==> src/rtl/core/isa_pkg.sv <==
// shared constants, widths and helper functions for the 16-bit isa step core
// no dependencies
`timescale 1ns / 1ps
`default_nettype none

package isa_pkg;

  // word memory depth, a power of two from 512 to 65536
  localparam int MEM_WORDS = 65536;
  localparam int MEM_AW    = $clog2(MEM_WORDS);

  localparam logic [15:0] PC_RESET  = 16'h0200;
  localparam logic [7:0]  HALT_VECT = 8'h25;

  localparam logic [1:0] CMD_WRITE = 2'd0;
  localparam logic [1:0] CMD_EXEC  = 2'd1;
  localparam logic [1:0] CMD_READ  = 2'd2;

  localparam logic [3:0] OP_BR   = 4'h0;
  localparam logic [3:0] OP_ADD  = 4'h1;
  localparam logic [3:0] OP_LD   = 4'h2;
  localparam logic [3:0] OP_ST   = 4'h3;
  localparam logic [3:0] OP_JSR  = 4'h4;
  localparam logic [3:0] OP_AND  = 4'h5;
  localparam logic [3:0] OP_LDR  = 4'h6;
  localparam logic [3:0] OP_STR  = 4'h7;
  localparam logic [3:0] OP_RTI  = 4'h8;
  localparam logic [3:0] OP_NOT  = 4'h9;
  localparam logic [3:0] OP_LDI  = 4'hA;
  localparam logic [3:0] OP_STI  = 4'hB;
  localparam logic [3:0] OP_JMP  = 4'hC;
  localparam logic [3:0] OP_LEA  = 4'hE;
  localparam logic [3:0] OP_TRAP = 4'hF;

  localparam logic [2:0] REG_SP   = 3'd6;
  localparam logic [2:0] REG_LINK = 3'd7;

  typedef logic [15:0] word_t;

  function automatic logic [2:0] flags_of(input word_t v);
    if (v[15]) begin
      flags_of = 3'b100;
    end else if (v == 16'h0000) begin
      flags_of = 3'b010;
    end else begin
      flags_of = 3'b001;
    end
  endfunction

  function automatic word_t wrap16(input word_t a);
    wrap16 = a & word_t'(MEM_WORDS - 1);
  endfunction

endpackage

`default_nettype wire

==> src/rtl/core/isa_regfile.sv <==
// eight-entry general register file, two registered read ports, one write port
// depends on isa_pkg
`timescale 1ns / 1ps
`default_nettype none

module isa_regfile
  import isa_pkg::*;
(
  input  wire logic       clk,
  input  wire logic       rst_n,
  input  wire logic       rd_en,
  input  wire logic [2:0] rd_addr_a,
  input  wire logic [2:0] rd_addr_b,
  output word_t           rd_data_a,
  output word_t           rd_data_b,
  input  wire logic       wr_en,
  input  wire logic [2:0] wr_addr,
  input  word_t           wr_data
);

  word_t      regs [8];
  logic [7:0] valid_r;

  always_ff @(posedge clk) begin
    if (!rst_n) begin
      valid_r <= '0;
    end else if (wr_en) begin
      valid_r[wr_addr] <= 1'b1;
    end
  end

  always_ff @(posedge clk) begin
    if (wr_en) begin
      regs[wr_addr] <= wr_data;
    end
    if (rd_en) begin
      rd_data_a <= valid_r[rd_addr_a] ? regs[rd_addr_a] : '0;
      rd_data_b <= valid_r[rd_addr_b] ? regs[rd_addr_b] : '0;
    end
  end

endmodule

`default_nettype wire

==> config.mk <==
export PLATFORM = sky130hd
export DESIGN_NAME = isa_regfile
export DESIGN_NICKNAME = d
export VERILOG_FILES = /design/src/rtl/core/isa_pkg.sv /design/src/rtl/core/isa_regfile.sv
export SDC_FILE = /design/constraint.sdc
export NUM_CORES = 1
export LEC_CHECK = 0
export ABC_AREA = 1
export BUFFER_PORTS_ARGS = -buffer_cell sky130_fd_sc_hd__buf_4
export CAP_MARGIN = 5
export CORE_MARGIN = 4
export CORE_UTILIZATION = 40
export CTS_BUF_LIST = sky130_fd_sc_hd__clkbuf_4 sky130_fd_sc_hd__clkbuf_8
export DETAILED_ROUTE_END_ITERATION = 16
export PLACE_DENSITY_LB_ADDON = 0.08
export SLEW_MARGIN = 20
export SYNTH_ARGS = -nofsm -noshare
export SYNTH_HDL_FRONTEND = slang
export SYNTH_SLANG_ARGS = --single-unit
==> constraint.sdc <==
create_clock -name clk -period 3 [get_ports clk]
set_clock_uncertainty 0.05 [all_clocks]
set_input_delay 0 -clock clk [delete_from_list [all_inputs] [get_ports clk]]
set_output_delay 0 -clock clk [all_outputs]
set_load 0.05 [all_outputs]
==> impl_metrics.tcl, run 1 <==
set metrics [dict create \
    final_cells 1396 \
    cp-start-kind "input pin" \
    cts_tree "done" \
    seq_area_frac_synth 0.5782 \
    slew_viol_final 0 \
    rows 53 \
    cts_inserted_buffers 17 \
    portBuffers 60 \
    power_switching_w 0.001367 \
    die_height_um 154.5 \
    ys_types 16 \
    setup_tns_ps 0 \
    layout_common_cells "480 x nand2_1, 180 x inv_1, 160 x edfxtp_1, 136 x nand3_1, 72 x buf_4" \
    final_common_cell "nand2_1" \
    synth_mux_area_frac 0 \
    layout-drive-gt1-share 0.09902 \
    track_usage 0.1953 \
    cap_violations 0 \
    synth_nets 1067 \
    relSlewSlack 0.3580 \
    vias 6628 \
    synth_area_sq_um 8587 \
    gp_congestion 0.8335 \
    cts_resized 0 \
    post-route-min-period_ps 2276 \
    wl_um 22590 \
    area_delta_synth_final_pct 13.73 \
    cts_buffer_depth 2 \
    synth_fa_ha_area_frac 0 \
    dp_hpwl_um 13500 \
    coreArea_sq_um 21090 \
    p_int_w 0.003541 \
    die_w_um 154.5 \
    path_clk_slew_ps 90 \
    finalSetupViolations 0 \
    cts_max_level 4 \
    fin_util 0.4631 \
    die_area_sq_um 23870 \
    switching_share 0.2784 \
    syn_avg_cell_area_sq_um 8.273 \
    wl_per_cell_um 16.18 \
    grt_pass1_vias 6305 \
    power_density_nw_per_um2 502.6 \
    p_leak_nw 4.867 \
    hp-class "input pin to flip-flop" \
    synth_top_family_by_area "simple AND/OR/NAND/NOR gates" \
    fillers 2059 \
    grt_max_degree 69 \
    path_max_fanout 16 \
    drt-initial-drc-count 666 \
    clock_sinks 168 \
    p_comb_frac 0.146 \
    drcViolationCount 0 \
    worst_slew_pin_slew_ps 961.9 \
    endpoint_kind "flip-flop" \
    seqPwrFrac 0.547 \
    fmax_mhz 439.3 \
    synth-simple-area-share 0.2951 \
    ant_nets 0 \
    outcome "finished clean" \
    io_pins 61 \
    ys_warn_count 0 \
    grt_overflow_total 0 \
    final_net_count 1137 \
    drtPass1Iterations 6 \
    cts-root-buf "clkbuf_8" \
    diodes 0 \
    irDropWorstVdd_v 0.0002417 \
    viasPerCell 4.748 \
    ys_seq_elements 168 \
    period_share 0.7588 \
    initial_core_util 0.4072 \
    insertion_delay_ps 460 \
    synth_compound_area_frac 0.003497 \
    p_total_w 0.004908 \
    grt_pass1_wl_um 35920 \
    hold_viol 0 \
    dp_cells 1335 \
    grt_antenna_before_repair 0 \
    syn_inst 1038 \
    grt_setup_unrepaired "no" \
    path_class "input pin to flip-flop" \
    clkPwrFrac 0.307 \
    synth-xor-area-share 0 \
    cp.required_ps 3030 \
    arrival_ps 2300 \
]
-- registers in the layout, indices dropped and copies added (netlist names) --
| register | cells |
|---|---|
| rd_data_a | 16 |
| rd_data_b | 16 |
| regs | 128 |
| valid_r | 8 |
-- cells by family after synthesis --
kind of cell | after synthesis
AOI/OAI and AO/OA | 6
and+or+nand+nor | 628
DFF | 168
buffers and inverters | 236
-- power groups by stage --
stage / Sequential, W / Clock [W] / Combinational (W)
floorplan: 0.00284 / 0 / 0.000368
global placement: 0.00274 / 0 / 0.000688
detailed placement: 0.00274 / 0 / 0.000687
CTS: 0.00269 / 0.00155 / 0.000716
global route: 0.00269 / 0.00165 / 0.000797
finish: 0.00268 / 0.00151 / 0.000715
-- what timing repair did --
action | in CTS | in global routing
hold buffers | 29 | 0
hold endpoints to repair | 169 | 0
buffers inserted | 0 | 0
-- through the flow --
stage	hold WS (ps)	instance area, sq um	setup WS, ps
floorplan	48.87	8587	1285
global placement	191.0	9119	1161
detailed placement	188.6	9119	1131
CTS	53.72	9766	776.1
global route	93.08	9766	643.9
finish	81.91	9766	723.6
-- path summary, 6_finish.rpt --
path | startpoint | to | slack [ps] | cells past startpoint
max | wr_addr[0] | regs[4][3] | 720 | 6
min | rd_addr_b[2] | rd_data_b[2] | 80 | 5
max reg2reg | valid_r[3] | rd_data_a[14] | 1590 | 8
min reg2reg | valid_r[7] | valid_r[7] | 430 | 2
-- critical path, stage by stage --
cell,delay [ps]
dlygate4sd3_1,550
buf_4,140
nor2_1,210
dlygate4sd3_1,630
nand2_1,80
inv_1,680
-- cells in the mapped netlist, drive strengths merged --
cell type | count | share of area
nand2 | 482 | 0.21
inv | 184 | 0.080
edfxtp | 160 | 0.56
nand3 | 136 | 0.079
buf | 46 | 0.040
nor2 | 9 | 0.0039
dfxtp | 8 | 0.019
a21oi | 6 | 0.0035
clkbuf | 4 | 0.0017
clkinv | 2 | 0.00087
nor3 | 1 | 0.00058
-- layout make-up --
class | count | area, sq um | area share
multi-input combinational | 634 | 2571 | 0.2633
sequential | 168 | 4965 | 0.5084
inverter | 186 | 698.2 | 0.07149
clock inverter | 13 | 107.6 | 0.01102
tap | 275 | 344.1 | 0.03523
clock buffer | 19 | 249.0 | 0.02550
timing repair buffer | 101 | 830.8 | 0.08507
-- routing by layer --
| layer | up-vias | global-route usage | wire length, um | share of wire |
|---|---|---|---|---|
| li1 | 3338 | - | - | - |
| met1 | 2992 | 0.2825 | 10510 | 0.46 |
| met2 | 277 | 0.3049 | 10230 | 0.45 |
| met3 | 21 | 0.03945 | 1626 | 0.072 |
| met4 | 0 | 0.04458 | 235 | 0.010 |
| met5 | - | 0 | 0 | 0 |
Note: power is estimated with default switching activity, not from simulation.
==> inputs of run 2 (changes only) <==
Settings changed: ABC_AREA 1 to 0.
Clock period 3 ns to 2.3 ns, I/O delays scaled along.
==> impl_metrics.tcl, run 2 <==
set metrics [dict create \
    cp_top_family "multiplexers" \
    relSlewSlack 0.6296 \
    grt_overflow_total 0 \
    synth_common_cells "160 x edfxtp_1, 68 x mux4_2, 32 x mux2i_1, 20 x nor2_4, 18 x nor2_1" \
    gp_congestion 0.7231 \
    synth_top_family_by_area "multiplexers" \
    ys.flop_type "edfxtp_1" \
    synth-edff-count 160 \
    cts_buffer_depth 2 \
    ys_types 17 \
    top_regs "regs x128, rd_data_a x16, rd_data_b x16" \
    portBuffers 60 \
    synth_mux_area_frac 0.2561 \
    setup_tns_ps 0 \
    grt_setup_unrepaired "no" \
    p_leak_nw 2.943 \
    area_delta_synth_final_pct 17.72 \
    layout_setup_ws_ps 593.6 \
    irDropWorstVdd_v 0.0003698 \
    endpoint_kind "flip-flop" \
    p_int_w 0.004758 \
    top_register "regs" \
    cts_hold_buf 18 \
    wl_um 15810 \
    r2r_start "valid_r[5]" \
    yosysTopAreaCellShare 0.6488 \
    track_usage 0.1634 \
    grt_max_degree 34 \
    r2r-end "rd_data_a[15]" \
    outcome "finished clean" \
    finalSetupViolations 0 \
    cp-start-kind "flip-flop" \
    viasPerCell 5.331 \
    cts_tree "done" \
    design_area_sq_um 8718 \
    syn_avg_cell_area_sq_um 21.40 \
    synth-xor-area-share 0 \
    hold_viol 0 \
    layout-drive-gt1-share 0.4405 \
    cap_violations 0 \
    grt_pass1_vias 3963 \
    io_pins 61 \
    ys_warn_count 0 \
    worst_slew_pin_slew_ps 555.6 \
    period_share 0.7419 \
    synth-simple-area-share 0.04443 \
    vias 3641 \
    fmax_mhz 586.0 \
    drt-initial-drc-count 228 \
    hold_end "regs[0][15]" \
    power_switching_w 0.001428 \
    hp-class "input pin to flip-flop" \
    cts-root-buf "clkbuf_8" \
    synth_compound_area_frac 0.008109 \
    drtPass1Iterations 4 \
    postSynth.asyncResetShare 0 \
    preCtsSetupSlack_ps 520.8 \
    synth_most_common_cell "edfxtp_1" \
    synth_top_area_cell "edfxtp_1" \
    critPathMaxStageDelay_ps 500 \
    diodes 0 \
    slew_viol_final 0 \
    r2r_cells 4 \
    grt_pass1_wl_um 24180 \
    wl_per_cell_um 23.15 \
    p_comb_frac 0.112 \
    die_height_um 144.1 \
    postPlaceCellArea_sq_um 8168 \
    min_from "wr_addr[0]" \
    layout_common_cells "160 x edfxtp_1, 80 x buf_4, 68 x mux4_2, 32 x mux2i_1, 20 x nor2_4" \
    seqPwrFrac 0.566 \
    drcViolationCount 0 \
    final_cells 683 \
    die_area_sq_um 20760 \
    path_max_fanout 7 \
    synth_area_sq_um 7406 \
    cts_inserted_buffers 17 \
    cts_max_level 4 \
    r2r_setup_slack_ps 590 \
    ys_seq_elements 168 \
    synth.area.top_cells "edfxtp_1 65%, mux4_2 21%, mux2i_1 4.3%" \
    dp_hpwl_um 9781 \
    cp.required_ps 2450 \
    crit_chain "mux4_2 > mux2i_4 > buf_4 > nor2_1" \
    path_class "flip-flop to flip-flop" \
    final_net_count 470 \
    ant_nets 0 \
    seq_area_frac_synth 0.6704 \
    arrival_ps 1860 \
    path_clk_slew_ps 80 \
    power_density_nw_per_um2 709.5 \
    synth_nets 375 \
    crit_path_top_delay_cell "mux4_2" \
    dp_cells 633 \
    die_w_um 144.1 \
    insertion_delay_ps 440 \
    synth_fa_ha_area_frac 0 \
    cts_resized 0 \
    final_common_cell "edfxtp_1" \
    clock_sinks 168 \
    post_cts.repair.setup_buffers 0 \
    coreArea_sq_um 18090 \
    syn_inst 346 \
    rows 49 \
    worst-path-buf-inv 1 \
    post-route-min-period_ps 1706 \
    switching_share 0.2309 \
    grt_antenna_before_repair 0 \
    clkPwrFrac 0.321 \
    holdPathStages 3 \
    largest_reg_flops 128 \
    initial_core_util 0.4095 \
]
-- run 2: changes by cell type after synthesis, sizes merged, moves of 3 or more --
cell	before	now
nand2	482	2
nand2b	0	3
o21a	0	8
inv	184	0
a21oi	6	0
buf	46	17
nor2	9	38
mux2i	0	34
nand3	136	0
mux4	0	68
-- run 2: cell families after synthesis --
group,after synthesis
flops,168
mux,102
simple gates,45
buf+inv,23
compound gates,8
-- run 2: tightest hold or removal path: stages --
cell and delay, ps:
buf_4 110, nor3_2 40, buf_4 230
-- run 2: cell type report --
class,instances,area [sq um]
Multi-Input combinational cell,155,2296
Clock inverter,11,106.4
Sequential cell,168,4965
Tap cell,229,286.5
Fill cell,1474,9368
Timing Repair Buffer,99,800.8
Clock buffer,21,264.0
-- run 2: worst max-delay path by stage --
stage,start,end,slack (ps),depth (start not counted)
floorplan,wr_addr[2],regs[0][0],470,2
global placement,rd_addr_a[0],rd_data_a[8],530,5
detailed placement,rd_addr_a[0],rd_data_a[9],520,5
CTS,valid_r[5],rd_data_a[10],580,4
global route,valid_r[5],rd_data_a[9],520,4
finish,valid_r[5],rd_data_a[15],590,4
-- run 2: through the flow --
| step | hold slack (ps) | total power (W) | utilization |
|---|---|---|---|
| after detailed placement | 189.6 | 0.004260 | 0.4516 |
| after global routing | 78.48 | 0.006468 | 0.4820 |
| after global placement | 182.9 | 0.004253 | 0.4516 |
| final | 96.27 | 0.006186 | 0.4820 |
| after CTS | 74.86 | 0.006267 | 0.4820 |
| after floorplan | 48.87 | 0.004032 | - |
-- run 2: layer usage --
metal	routed length [um]	up-vias	GRT usage
li1	-	1629	-
met5	0	-	0
met3	384	11	0.03373
met4	138	0	0.04460
met2	8479	54	0.2844
met1	6810	1947	0.2091
-- run 2: power groups by stage --
stage               Sequential (W)  Clock, W  Combinational, W
global placement           0.00357         0          0.000685
finish                     0.00350   0.00199          0.000696
CTS                        0.00350   0.00205          0.000713
global route               0.00351   0.00221          0.000747
detailed placement         0.00357         0          0.000687
floorplan                  0.00366         0          0.000367
==> inputs of run 3 (changes only) <==
Clock period 2.3 ns to 1.5 ns, I/O delays scaled along.
==> impl_metrics.tcl, run 3 (synthesis results as in run 2) <==
set metrics [dict create \
    track_usage 0.1662 \
    vias 3748 \
    clock_sinks 168 \
    path_max_fanout 7 \
    outcome "complete, but fails checks" \
    cap_violations 0 \
    grt_pass1_vias 4294 \
    die_area_sq_um 20760 \
    crit_chain "mux4_2 > mux2i_4 > buf_12 > nor2_4" \
    cp.required_ps 1650 \
    diodes 0 \
    viasPerCell 5.331 \
    fin_util 0.5087 \
    worst-path-buf-inv 1 \
    drt-initial-drc-count 204 \
    coreArea_sq_um 18090 \
    hold_viol 0 \
    fillers 1449 \
    layout-drive-gt1-share 0.4852 \
    cp_top_family "multiplexers" \
    grt_overflow_total 0 \
    cts_tree "done" \
    final_cells 703 \
    cp-start-kind "flip-flop" \
    die_height_um 144.1 \
    ant_nets 0 \
    post-route-min-period_ps 1652 \
    period_share 1.101 \
    top_regs "regs x128, rd_data_a x16, rd_data_b x16" \
    relSlewSlack 0.6741 \
    gp_congestion 0.7460 \
    insertion_delay_ps 450 \
    top_register "regs" \
    rows 49 \
    cts_max_level 4 \
    path_clk_slew_ps 90 \
    wl_per_cell_um 23.05 \
    drtPass1Iterations 4 \
    layout_setup_ws_ps -151.9 \
    final_common_cell "edfxtp_1" \
    p_leak_nw 3.146 \
    dp_cells 651 \
    final_net_count 490 \
    worst_slew_pin_slew_ps 488.9 \
    cts_inserted_buffers 17 \
    grt_setup_unrepaired "yes" \
    grt_max_degree 33 \
    cts_buffer_depth 2 \
    power_density_nw_per_um2 1086 \
    crit_path_top_delay_cell "mux4_2" \
    dp_hpwl_um 10590 \
    irDropWorstVdd_v 0.0005639 \
    cts-root-buf "clkbuf_8" \
    path_depth 4 \
    io_pins 61 \
    grt_pass1_wl_um 24650 \
    hp-class "input pin to flip-flop" \
    die_w_um 144.1 \
    initial_core_util 0.4095 \
    endpoint_kind "flip-flop" \
    r2r_cells 4 \
    violations "negative setup slack" \
    grt_antenna_before_repair 0 \
    slew_viol_final 0 \
    path_class "flip-flop to flip-flop" \
    drcViolationCount 0 \
    portBuffers 60 \
    layout_common_cells "160 x edfxtp_1, 80 x buf_4, 68 x mux4_2, 32 x mux2i_1, 27 x nor2_4" \
    finalSetupViolations 32 \
    wl_um 16200 \
    largest_reg_flops 128 \
    critPathMaxStageDelay_ps 500 \
    area_delta_synth_final_pct 24.23 \
    fmax_mhz 605.4 \
    arrival_ps 1800 \
    holdPathStages 4 \
]
run 3: changes by cell type in the layout (fill, tap and decap cells not counted), sizes merged:
cell / before / now
buf: 81 / 99
clkbuf: 21 / 18
bufinv: 2 / 4
dlygate4sd3: 18 / 20
clkinv: 6 / 7
run 3: what timing repair did:
item	CTS	global route
hold buffers	20	0
pin swaps	14	2
endpoints found under the hold margin	200	0
endpoints found under the setup margin	32	32
setup buffers	0	0
gates resized for setup	16	2
run 3: worst min-delay path, stage by stage:
cell,delay [ps]
buf_4,130
buf_4,190
mux2i_1,120
nor2_4,80
run 3: area by class of cell:
type                    instances  area (sq um)  share of cell area
flip-flops and latches        168          4967              0.5399
well taps                     229         286.5             0.03114
repair buffers                119          1172              0.1274
clock buffers                  18         241.5             0.02625
clock inverters                14         181.4             0.01972
multi-input cells             155          2351              0.2555
run 3: metal layers:
layer | global-route usage | share of wire | vias to the layer above
li1 | - | - | 1674
met1 | 0.2116 | 0.43 | 1984
met2 | 0.2876 | 0.52 | 72
met3 | 0.03307 | 0.032 | 18
met4 | 0.05352 | 0.015 | 0
met5 | 0 | 0 | -
run 3: worst paths after layout:
path,startpoint,to,slack (ps)
setup reg to reg,valid_r[5],rd_data_b[15],-150
hold reg to reg,valid_r[5],valid_r[5],430
setup / recovery,valid_r[5],rd_data_b[15],-150
hold / removal,rd_addr_a[2],rd_data_a[6],130
run 3: power by group:
part	switching, W	internal, W
sequential	0.0000674	0.00531
combinational	0.000645	0.000569
clock	0.00159	0.00181
total	0.00230	0.00768
run 3: through the flow:
stage | setup slack (ps) | instance area [sq um] | total power (W) | setup TNS, ps | hold WS (ps)
2_1_floorplan | -86.55 | 7416 | 0.006183 | -1731 | 48.87
3_3_place_gp | -121.6 | 8516 | 0.006641 | -2560 | 183.9
3_5_place_dp | -156.5 | 8516 | 0.006655 | -3455 | 182.4
4_1_cts | -162.7 | 9194 | 0.01010 | -3906 | 104.5
5_1_grt | -193.8 | 9200 | 0.01038 | -4690 | 134.6
6_report | -151.9 | 9200 | 0.009990 | -3738 | 132.8
